File: src/rtl/ffba_pkg.sv
package ffba_pkg;

	localparam int MAX_BLOCKS   = 64;
	localparam int HEADER_BYTES = 16;
	localparam int ADDR_BITS    = 16;

	localparam int IDX_BITS = (MAX_BLOCKS > 1) ? $clog2(MAX_BLOCKS) : 1;
	localparam int CNT_BITS = $clog2(MAX_BLOCKS + 1);

	localparam int PADDR_BITS = 3;
	localparam logic [0:0] REG_HEAP_LIMIT = 1'b0;
	localparam logic [ADDR_BITS-1:0] HEAP_LIMIT_RST = {ADDR_BITS{1'b1}};

	typedef enum logic {
		ACT_ALLOC = 1'b0,
		ACT_FREE  = 1'b1
	} action_t;

	typedef enum logic [1:0] {
		STS_OK      = 2'd0,
		STS_NULL    = 2'd1,
		STS_OOM     = 2'd2,
		STS_UNKNOWN = 2'd3
	} status_t;

	typedef struct packed {
		logic [ADDR_BITS-1:0] base;
		logic [ADDR_BITS-1:0] size;
		logic                 free;
	} entry_t;

	typedef struct packed {
		logic load;
		logic scan;
		logic commit;
		logic out_load;
	} ffba_cmd_t;

	typedef struct packed {
		logic trivial;
		logic hit;
		logic scan_done;
		logic out_busy;
	} ffba_sts_t;

endpackage

File: src/rtl/ffba_ctrl.sv
module ffba_ctrl import ffba_pkg::*; (
	input  logic      clk,
	input  logic      arst_n,
	input  logic      in_valid,
	output logic      in_ready,
	input  ffba_sts_t sts,
	output ffba_cmd_t cmd
);

	typedef enum logic [3:0] {
		ST_IDLE   = 4'b0001,
		ST_SCAN   = 4'b0010,
		ST_COMMIT = 4'b0100,
		ST_RESP   = 4'b1000
	} state_t;

	state_t state_q, state_d;

	always_comb begin
		state_d  = state_q;
		cmd      = '0;
		in_ready = 1'b0;
		case (state_q)
			ST_IDLE: begin
				in_ready = 1'b1;
				if (in_valid) begin
					cmd.load = 1'b1;
					state_d  = ST_SCAN;
				end
			end
			ST_SCAN: begin
				if (sts.trivial) begin
					state_d = ST_COMMIT;
				end else begin
					cmd.scan = 1'b1;
					if (sts.hit || sts.scan_done)
						state_d = ST_COMMIT;
				end
			end
			ST_COMMIT: begin
				cmd.commit = 1'b1;
				state_d    = ST_RESP;
			end
			ST_RESP: begin
				if (!sts.out_busy) begin
					cmd.out_load = 1'b1;
					state_d      = ST_IDLE;
				end
			end
			default: state_d = ST_IDLE;
		endcase
	end

	always_ff @(posedge clk or negedge arst_n) begin
		if (!arst_n)
			state_q <= ST_IDLE;
		else
			state_q <= state_d;
	end

endmodule

File: src/rtl/ffba_dp.sv
module ffba_dp import ffba_pkg::*; (
	input  logic                 clk,
	input  logic                 arst_n,
	input  ffba_cmd_t            cmd,
	output ffba_sts_t            sts,
	input  logic [ADDR_BITS-1:0] heap_limit,
	input  logic                 in_action,
	input  logic [ADDR_BITS-1:0] in_req_size,
	input  logic [ADDR_BITS-1:0] in_block_addr,
	output logic                 out_valid,
	input  logic                 out_ready,
	output logic [ADDR_BITS-1:0] out_result_addr,
	output logic [1:0]           out_status
);

	localparam int WIDE = ADDR_BITS + 2;
	localparam logic [WIDE-1:0] HDR_W      = WIDE'(HEADER_BYTES);
	localparam logic [WIDE-1:0] ADDR_MAX_W = WIDE'({ADDR_BITS{1'b1}});
	localparam logic [CNT_BITS-1:0] MAX_CNT = CNT_BITS'(MAX_BLOCKS);

	entry_t mem [MAX_BLOCKS];

	// current item
	action_t              act_q;
	logic [ADDR_BITS-1:0] size_q;
	logic [ADDR_BITS-1:0] addr_q;

	logic [CNT_BITS-1:0]  count_q;
	logic [ADDR_BITS-1:0] break_q;

	// scan pipeline: address counter, then registered read data
	logic [CNT_BITS-1:0]  rd_idx_q;
	logic                 rd_vld_s1;
	logic [IDX_BITS-1:0]  rd_idx_s1;
	entry_t               ent_s1;

	logic                 hit_q;
	logic [IDX_BITS-1:0]  hit_idx_q;
	entry_t               hit_ent_q;

	logic [ADDR_BITS-1:0] res_addr_q;
	status_t              res_status_q;

	logic                 out_valid_q;
	logic [ADDR_BITS-1:0] out_addr_q;
	status_t              out_status_q;

	logic                 match;
	logic                 hit_now;
	logic                 rd_en;
	logic                 trivial;

	logic [WIDE-1:0]      payload_w;
	logic [WIDE-1:0]      new_break_w;
	logic                 no_room;
	logic                 is_top;

	logic                 mem_we;
	logic [IDX_BITS-1:0]  mem_wa;
	entry_t               mem_wd;

	always_comb begin
		if (act_q == ACT_ALLOC)
			match = ent_s1.free && (ent_s1.size >= size_q);
		else
			match = (ent_s1.base == addr_q);
	end

	assign hit_now = rd_vld_s1 && match;
	assign rd_en   = cmd.scan && !hit_now && (rd_idx_q < count_q);
	assign trivial = (act_q == ACT_ALLOC) ? (size_q == '0) : (addr_q == '0);

	assign sts.trivial   = trivial;
	assign sts.hit       = hit_now;
	assign sts.scan_done = !rd_vld_s1 && (rd_idx_q >= count_q);
	assign sts.out_busy  = out_valid_q && !out_ready;

	assign payload_w   = WIDE'(break_q) + HDR_W;
	assign new_break_w = payload_w + WIDE'(size_q);
	assign no_room     = (count_q >= MAX_CNT) || (new_break_w > WIDE'(heap_limit)) ||
		(new_break_w > ADDR_MAX_W);

	// topmost: last entry, ends at the break, has room for its header below
	assign is_top = ((CNT_BITS'(hit_idx_q) + CNT_BITS'(1)) == count_q) &&
		((WIDE'(hit_ent_q.base) + WIDE'(hit_ent_q.size)) == WIDE'(break_q)) &&
		(WIDE'(hit_ent_q.base) >= HDR_W);

	always_comb begin
		mem_we = 1'b0;
		mem_wa = hit_idx_q;
		mem_wd = hit_ent_q;
		if (cmd.commit && !trivial) begin
			if (act_q == ACT_ALLOC) begin
				if (hit_q) begin
					mem_we      = 1'b1;
					mem_wd.free = 1'b0;
				end else if (!no_room) begin
					mem_we      = 1'b1;
					mem_wa      = count_q[IDX_BITS-1:0];
					mem_wd.base = payload_w[ADDR_BITS-1:0];
					mem_wd.size = size_q;
					mem_wd.free = 1'b0;
				end
			end else if (hit_q && !is_top) begin
				mem_we      = 1'b1;
				mem_wd.free = 1'b1;
			end
		end
	end

	always_ff @(posedge clk) begin
		if (mem_we)
			mem[mem_wa] <= mem_wd;
		if (rd_en) begin
			ent_s1    <= mem[rd_idx_q[IDX_BITS-1:0]];
			rd_idx_s1 <= rd_idx_q[IDX_BITS-1:0];
		end
	end

	always_ff @(posedge clk) begin
		if (cmd.load) begin
			act_q  <= action_t'(in_action);
			size_q <= in_req_size;
			addr_q <= in_block_addr;
		end
		if (cmd.scan && hit_now) begin
			hit_idx_q <= rd_idx_s1;
			hit_ent_q <= ent_s1;
		end
		if (cmd.commit) begin
			res_addr_q <= '0;
			if (trivial) begin
				res_status_q <= STS_NULL;
			end else if (act_q == ACT_ALLOC) begin
				if (hit_q) begin
					res_addr_q   <= hit_ent_q.base;
					res_status_q <= STS_OK;
				end else if (no_room) begin
					res_status_q <= STS_OOM;
				end else begin
					res_addr_q   <= payload_w[ADDR_BITS-1:0];
					res_status_q <= STS_OK;
				end
			end else begin
				res_status_q <= hit_q ? STS_OK : STS_UNKNOWN;
			end
		end
		if (cmd.out_load) begin
			out_addr_q   <= res_addr_q;
			out_status_q <= res_status_q;
		end
	end

	always_ff @(posedge clk or negedge arst_n) begin
		if (!arst_n) begin
			count_q     <= '0;
			break_q     <= '0;
			rd_idx_q    <= '0;
			rd_vld_s1   <= 1'b0;
			hit_q       <= 1'b0;
			out_valid_q <= 1'b0;
		end else begin
			rd_vld_s1 <= rd_en;
			if (cmd.load) begin
				rd_idx_q <= '0;
				hit_q    <= 1'b0;
			end else if (rd_en) begin
				rd_idx_q <= rd_idx_q + CNT_BITS'(1);
			end
			if (cmd.scan && hit_now)
				hit_q <= 1'b1;
			if (cmd.commit && !trivial) begin
				if (act_q == ACT_ALLOC) begin
					if (!hit_q && !no_room) begin
						count_q <= count_q + CNT_BITS'(1);
						break_q <= new_break_w[ADDR_BITS-1:0];
					end
				end else if (hit_q && is_top) begin
					count_q <= count_q - CNT_BITS'(1);
					break_q <= hit_ent_q.base - ADDR_BITS'(HEADER_BYTES);
				end
			end
			if (cmd.out_load)
				out_valid_q <= 1'b1;
			else if (out_ready)
				out_valid_q <= 1'b0;
		end
	end

	assign out_valid       = out_valid_q;
	assign out_result_addr = out_addr_q;
	assign out_status      = out_status_q;

endmodule

File: src/rtl/first_fit_block_allocator.sv
// channel   dir  handshake                 payload
// s_axis    in   s_tvalid / s_tready       tdata {block_addr, req_size}, tuser action
// m_axis    out  m_tvalid / m_tready       tdata result_addr, tuser status
// apb       in   psel, penable, pready=1   reg 0 heap_limit at byte address 0
//
// one word at a time: a word is scanned, committed and handed to the output register
// before the next is accepted; the scan reads up to block_count entries, at most
// MAX_BLOCKS, through the one-read-port block table.
// reset empties the table and the break at once; no clearing pass.
// a finished word sits in the output register, so the next word is taken
// while it waits; the scan of that word only stalls at the result hand-off.
module first_fit_block_allocator import ffba_pkg::*; (
	input  logic                  clk,
	input  logic                  arst_n,
	input  logic                  s_tvalid,
	output logic                  s_tready,
	input  logic [31:0]           s_tdata,   // [15:0] req_size, [31:16] block_addr
	input  logic                  s_tuser,   // [0] action
	output logic                  m_tvalid,
	input  logic                  m_tready,
	output logic [15:0]           m_tdata,   // [15:0] result_addr
	output logic [1:0]            m_tuser,   // [1:0] status
	input  logic                  psel,
	input  logic                  penable,
	input  logic                  pwrite,
	input  logic [PADDR_BITS-1:0] paddr,
	input  logic [31:0]           pwdata,
	output logic [31:0]           prdata,
	output logic                  pready
);

	logic [ADDR_BITS-1:0] heap_limit_q;
	logic                 reg_sel;
	ffba_cmd_t            cmd;
	ffba_sts_t            sts;

	assign pready  = 1'b1;
	assign reg_sel = (paddr[PADDR_BITS-1] == REG_HEAP_LIMIT);
	assign prdata  = reg_sel ? 32'(heap_limit_q) : '0;

	always_ff @(posedge clk or negedge arst_n) begin
		if (!arst_n)
			heap_limit_q <= HEAP_LIMIT_RST;
		else if (psel && penable && pwrite && reg_sel)
			heap_limit_q <= pwdata[ADDR_BITS-1:0];
	end

	ffba_ctrl u_ctrl (
		.clk      (clk),
		.arst_n   (arst_n),
		.in_valid (s_tvalid),
		.in_ready (s_tready),
		.sts      (sts),
		.cmd      (cmd)
	);

	ffba_dp u_dp (
		.clk             (clk),
		.arst_n          (arst_n),
		.cmd             (cmd),
		.sts             (sts),
		.heap_limit      (heap_limit_q),
		.in_action       (s_tuser),
		.in_req_size     (s_tdata[15:0]),
		.in_block_addr   (s_tdata[31:16]),
		.out_valid       (m_tvalid),
		.out_ready       (m_tready),
		.out_result_addr (m_tdata),
		.out_status      (m_tuser)
	);

endmodule

File: config.mk
export PLATFORM = sky130hd
export DESIGN_NAME = first_fit_block_allocator
export DESIGN_NICKNAME = d
export VERILOG_FILES = /design/src/rtl/ffba_pkg.sv /design/src/rtl/ffba_ctrl.sv /design/src/rtl/ffba_dp.sv /design/src/rtl/first_fit_block_allocator.sv
export SDC_FILE = /design/constraint.sdc
export NUM_CORES = 2
export LEC_CHECK = 0
export BUFFER_PORTS_ARGS = -buffer_cell sky130_fd_sc_hd__buf_2
export CAP_MARGIN = 20
export CORE_ASPECT_RATIO = 1.1
export CORE_UTILIZATION = 40
export DETAILED_ROUTE_END_ITERATION = 10
export SYNTH_ARGS = -nofsm -noshare
export SYNTH_HDL_FRONTEND = slang
export SYNTH_SLANG_ARGS = --single-unit
File: constraint.sdc
create_clock -name clk -period 9.33 [get_ports clk]
set_input_delay 0.4665 -clock clk [delete_from_list [all_inputs] [get_ports clk]]
set_output_delay 0.4665 -clock clk [all_outputs]
set_load 0.03 [all_outputs]
Word-level counts from Yosys, hierarchy flattened
Memory sizes are Yosys's and may differ from the RTL's. A register that Yosys moved wholly into a read port is not among the register bits.
Index checks and enable logic that the tools add are counted.
{ "word_totals": {"ram_bits": 2112, "output_inout_bits": 53, "elab_cells": 135, "ff_bits": 167, "memories": 1, "inputBits": 75} }
{ "op_classes": {"n_eq_ne": 11, "reduce_logical": 35, "n_bitwise": 1, "addsub": 8, "mux": 52, "n_lt_le_gt_ge": 7} }
{ "mem_list": {"columns": ["memory", "words", "word_bits", "rd", "rd_clocked_by_memory_dff", "wr", "line_no", "source"], "rows": [
  ["u_dp.mem", 64, 33, 1, 1, 1, "ffba_dp.sv:21", "entry_t mem [MAX_BLOCKS];"]
]} }
{ "ops": {"columns": ["operator", "count"], "rows": [
  ["2-to-1 mux 16 bit", 6],
  ["2-to-1 mux 33 bit", 2],
  ["2-to-1 mux 32 bit", 2],
  ["2-to-1 mux 7 bit", 5],
  ["zero test 16 bit", 2],
  ["2-to-1 mux 1 bit", 24],
  ["2-to-1 mux 6 bit", 4],
  ["adder 18 x 16 -> 18 bit", 1],
  ["equality test 18 x 16 -> 1 bit", 1],
  ["> comparator 18 x 16 -> 1 bit", 1],
  ["> comparator 18 x 16 -> 1 bit, second input constant", 1],
  ["adder 16 x 16 -> 17 bit", 1],
  ["adder 16 x 5 -> 17 bit, second input constant", 1],
  ["equality test 16 bit", 1],
  ["greater-or-equal comparator 16 bit", 1],
  ["greater-or-equal comparator 16 x 5 -> 1 bit, second input constant", 1],
  ["logical AND 1 bit", 16],
  ["2-to-1 mux 4 bit", 4],
  ["case mux 4 bit (4 select lines)", 1],
  ["subtractor 16 x 5 -> 16 bit, second input constant", 1],
  ["adder 7 x 1 -> 7 bit, second input constant", 2],
  ["2-to-1 mux 2 bit", 4],
  ["nonzero test 2 bit", 4],
  ["adder 6 x 1 -> 7 bit, second input constant", 1],
  ["16 further kinds", 27]
]} }

Depth between registers and ports, before layout
{ "depth": {"word_depth": 11, "depth_mapped": 25} }

Hierarchy
Synthesis repeated with hierarchy kept, for this count alone.
{ "unflattened": {"hier_cells": 4194, "hier_area_um2": 92419.9} }
{ "modules_own_cells": {"columns": ["mod", "seq_area_each_um2", "area_each_um2", "n_inst", "cells_per_inst"], "rows": [
  ["ffba_dp", 68660.9, 91276.3, 1, 4101],
  ["first_fit_block_allocator", 420.4, 919.6, 1, 70],
  ["ffba_ctrl", 101.3, 224.0, 1, 23]
]} }

Worst setup path after synthesis
OpenSTA, ideal clock, no wires.
{ "synth_timing": {"path_kind": "flip-flop to flip-flop", "start": "register u_dp.break_q[6]", "end": "memory u_dp.mem[0][18] in the netlist's numbering, data pin", "slack_ns": 1.749, "stages_incl_launch_ff": 23, "required_ns": 8.628, "t_arrival_ns": 6.879, "period_less_slack_ns": 7.581, "cell_sequence": "dfrtp_1 > buf_2 > and4_1 > and4_1 > nand3_1 > xnor2_1 > inv_1 > ha_1 > a21o_1 > a22o_1 > a21o_1 > nor2_1 > xnor2_1 > ha_1 > a211oi_1 > o211ai_1 > a211oi_1 > o21ai_0 > a32oi_1 > nand4_1 > clkbuf_1 > clkbuf_1 > o21ai_0"} }
{ "synth_rtl": {"columns": ["item", "line_no", "source"], "rows": [
  ["start, declared", "ffba_dp.sv:29", "logic [ADDR_BITS-1:0] break_q;"],
  ["start signal, assigned", "ffba_dp.sv:176", "break_q <= new_break_w[ADDR_BITS-1:0];"],
  ["start signal, assigned", "ffba_dp.sv:180", "break_q <= hit_ent_q.base - ADDR_BITS'(HEADER_BYTES);"],
  ["end, declared", "ffba_dp.sv:21", null]
]} }

Final worst setup path
{ "layout_timing": {"start": "register u_dp.break_q[4]", "end": "memory u_dp.mem[12][3] in the netlist's numbering (enable)"} }
{ "layout_between": {"elab_chain_len": 11} }
{ "layout_lines": {"columns": ["item", "line_no", "source"], "rows": [
  ["adder 16 x 5 -> 17 bit", "ffba_dp.sv:78", "assign payload_w = WIDE'(break_q) + HDR_W;"],
  ["adder 18 x 16 -> 18 bit", "ffba_dp.sv:79", "assign new_break_w = payload_w + WIDE'(size_q);"],
  ["> comparator 18 x 16 -> 1 bit", "ffba_dp.sv:80", "assign no_room = (count_q >= MAX_CNT) || (new_break_w > WIDE'(heap_limit)) ||"],
  ["logical OR 1 bit (2 in a row)", "ffba_dp.sv:80", null],
  ["2-to-1 mux 1 bit", "ffba_dp.sv:97", "end else if (!no_room) begin"],
  ["2-to-1 mux 1 bit", "ffba_dp.sv:94", "if (hit_q) begin"],
  ["2-to-1 mux 1 bit", "ffba_dp.sv:93", "if (act_q == ACT_ALLOC) begin"],
  ["2-to-1 mux 1 bit", "ffba_dp.sv:92", "if (cmd.commit && !trivial) begin"],
  ["2-to-1 mux 1 bit", "ffba_dp.sv:112", "if (mem_we)"],
  ["2-to-1 mux 1 bit (not written as such)", "ffba_dp.sv:113", "mem[mem_wa] <= mem_wd;"]
]} }
Parallel ways exist; a longest one is shown, timed or not.

==> flow_summary_export.csv <==
group,metric,value,unit
floorplanning,io_pins,128,
pwr,p_seq_frac,0.466,
synthesis,ys_types,79,
synthesis,synth-seq-cells,2312,
pwr,p_sw_frac,0.2499,
timing,min_period,7834,ps
placed_design,dpl_worst_slack,1555,ps
setup_path,worstPathRequired,9830,ps
final_layout,nets,4652,
drt,antenna_left,0,
min_path,hp-start,"s_tvalid",
synthesis,synth_top_area_share,0.7359,
placed_design,placed_cells,7266,
setup_path,r2r_start,"u_dp.break_q[4]",
floorplanning,fp.coreArea,228800,um^2
synthesis,synth-seq-area-share,0.7505,
clock_network,cts_htree_levels,4,
pwr,p_sw,6.290,mW
drt,dr.pass1.iters,8,
min_path,whs_endpoint,"u_ctrl.state_q[1]",
setup_path,worst_setup_path_start_kind,"flop",
final_layout,fin_cells,7749,
min_path,min_path_cells,3,
synthesis,postSynth.asyncResetShare,0.02292,
timing,fin_crit_sh,0.8397,
timing,fin_worst_skew,30.04,ps
drt,route.vias.total,43580,
setup_path,worstPathMaxFanout,29,
synthesis,ys.flop_type,"edfxtp_1",
drt,drc,0,
placed_design,io_buffer_count,92,
pwr,total_leakage_power,32.58,nW
final_layout,drive_above_1_share,0.3064,
final_layout,nFillCells,18760,
drt,wl,220500,um
timing,rsz0062_at_grt,"false",
setup_path,worstRegToRegCells,22,
floorplanning,die_w,459.7,um
global_routing,grt_max_degree,117,
pwr,clkPwrFrac,0.362,
synthesis,yosysWarningCount,0,
timing,slew_headroom,0.2294,
pwr,powerDensity,237.7,nW/um^2
timing,worst_pin_slew,1150,ps
clock_network,clock_latency,870,ps
global_routing,grt_pass1_vias,44820,
floorplanning,fp.dieH,505.5,um
pwr,peakVddDrop,0.1953,mV
setup_path,r2r_end,"u_dp.mem[12][3]",
synthesis,ys_top_cells_by_area,"edfxtp_1, mux4_2, ha_1",
final_layout,utilization,0.4628,
run,drv_cap,0,
timing,layout_setup_ws,1496,ps
pwr,power_frac_comb,0.172,
floorplanning,dieArea,232400,um^2
pwr,internal_power,18.88,mW
synthesis,syn-cell-area,92180,um^2
timing,hold_ws,70.65,ps
global_routing,grt_pass1_wl,319300,um
setup_path,critical_path_class,"reg -> reg",
setup_path,regToRegSetupSlack,1500,ps
outcome,status,"finished, final reports clean",
timing,clock.fmax,127.6,MHz
clock_network,cts_buffer_depth,3,
clock_network,cts_buffers,222,
setup_path,worst_ep_arrival_time,8340,ps
timing,hold_viol_final,0,
synthesis,yosysTopAreaCell,"edfxtp_1",
clock_network,clk_pin_slew_worst_paths,60,ps
synthesis,syn_area_per_cell,22.08,um^2
floorplanning,initial_core_util,0.4028,
global_routing,grt_overflow,0,
placed_design,gp_congestion,0.8788,
setup_path,end_kind,"flop",
clock_network,clock-root-buffer,"clkbuf_16",
synthesis,syn_inst,4174,
floorplanning,rows,184,
drt,vias_per_cell,5.623,
clock_network,cts_sinks,2312,
clock_network,cts_tree,"yes",
timing,setup_viol,0,
timing,finalMaxSlewViolations,0,
min_path,hp-class,"in -> reg",
timing,fin_setup_tns,0,ps
synthesis,synth-edff-count,2259,
drt,drt_iter0_drc,4317,
global_routing,track_usage,0.1901,
final_layout,area_growth,14.90,%
placed_design,dpl.hpwl,129000,um
drt,drt-wirelength-per-cell,28.45,um
global_routing,antenna_found_initial,13,
sequential cells by signal, summed over array words and instances (netlist names), 2 cells and up:
signal / count
u_dp.mem: 2112
u_dp.ent_s1: 33
u_dp.hit_ent_q: 33
heap_limit_q: 16
u_dp.addr_q: 16
u_dp.break_q: 16
u_dp.out_result_addr: 16
u_dp.res_addr_q: 16
u_dp.size_q: 16
u_dp.count_q: 7
u_dp.rd_idx_q: 7
u_dp.hit_idx_q: 6
u_dp.rd_idx_s1: 6
u_ctrl.state_q: 4
u_dp.out_status: 2
u_dp.res_status_q: 2
layout by cell type, fill, tap and decap left out, drive strengths merged, types with 40 or more instances in the layout:
cell / count
edfxtp: 2259
mux4: 693
clkbuf: 267
buf: 250
nor2: 120
clkinv: 103
inv: 91
ha: 85
a21oi: 75
dlygate4sd3: 51
o21ai: 50
nand2: 47
mux2: 41
xor2: 40
nor3: 40
power groups by stage:
stage | sequential, mW | clock (mW) | combinational [mW]
6_report | 11.7 | 9.12 | 4.32
5_1_grt | 11.7 | 9.67 | 4.69
4_1_cts | 11.7 | 9.31 | 4.38
3_5_place_dp | 11.9 | 0 | 4.35
3_3_place_gp | 11.9 | 0 | 4.34
2_1_floorplan | 11.8 | 0 | 3.25
critical path, stage by stage, from the launching register on:
cell and delay, ps:
dfrtp_1 620, ha_1 320, nand3_1 110, xnor2_1 550, inv_1 150, ha_1 370, a21oi_1 190, o21ai_0 160
a22o_1 230, a21o_1 160, nor2_1 120, xnor2_1 170, ha_1 300, a211oi_1 220, o211ai_1 150, a211oi_1 220
o21ai_0 160, a32oi_1 360, and4_2 740, nand3_1 150, a221o_1 740, nor2_4 740, buf_4 490
final cells by class:
type / instances / area [um^2] / area share
clock inverter: 145 / 1551 / 0.01465
tap: 3069 / 3840 / 0.03625
inverter: 84 / 315.3 / 0.002977
timing repair buffer: 301 / 2537 / 0.02396
multi-input combinational: 1568 / 22630 / 0.2136
clock buffer: 267 / 5838 / 0.05512
sequential: 2312 / 69200 / 0.6534
antenna: 3 / 7.507 / 0.00007088
worst max-delay path by stage:
stage / startpoint / to / slack (ps) / cells past startpoint
finish: u_dp.break_q[4] / u_dp.mem[12][3] / 1500 / 22
global route: u_dp.break_q[4] / u_dp.mem[24][6] / 1120 / 22
floorplan: u_dp.break_q[6] / u_dp.mem[0][18] / 1750 / 22
CTS: u_dp.break_q[6] / u_dp.mem[12][3] / 1520 / 23
detailed placement: u_dp.break_q[6] / u_dp.mem[12][3] / 1550 / 23
global placement: u_dp.break_q[4] / u_dp.mem[16][26] / 1490 / 22
per-stage QoR:
stage / instance area, um^2 / power [mW]
after global placement: 97630 / 16.28
after global routing: 105900 / 26.09
after detailed placement: 97640 / 16.29
after CTS: 105500 / 25.42
after floorplan: 92240 / 15.08
final: 105900 / 25.17
per-layer routing:
layer	share of wire	GRT usage
met1	0.42	0.2610
met2	0.50	0.3181
met3	0.056	0.02627
met4	0.023	0.05096
met5	0	0
cell usage after synthesis (11+ instances only):
library cell  instances
edfxtp_1           2259
mux4_2              693
clkbuf_1            133
nor2_1              120
ha_1                 85
inv_1                84
a21oi_1              75
buf_1                61
nand2_1              47
o21ai_0              47
xor2_1               39
mux2_2               38
nor3_1               38
a211oi_1             37
xnor2_1              37
dfrtp_1              36
nand3_1              34
a21o_1               32
mux2i_1              24
nor4_1               22
nand4_1              19
buf_4                18
dfstp_2              17
a31oi_1              14
nor2b_1              11
cells by family (layout without fill, tap and decap cells):
| kind of cell | Yosys count | after routing | share of synthesized area |
|---|---|---|---|
| flops | 2312 | 2312 | 0.7505 |
| mux | 758 | 758 | 0.1769 |
| simple gates | 361 | 361 | 0.02021 |
| buf+inv | 309 | 797 | 0.01383 |
| compound gates | 267 | 267 | 0.01887 |
| fa+ha+maj | 88 | 88 | 0.01219 |
| xor+xnor | 77 | 77 | 0.007397 |
| other cells | 2 | 20 | 0.00008147 |
what timing repair did:
item	CTS	global route
endpoints found under the hold margin	87	0
buffers inserted	0	0
hold buffers	51	0
gates resized for setup	0	0
(Power assumes the default switching activity.)
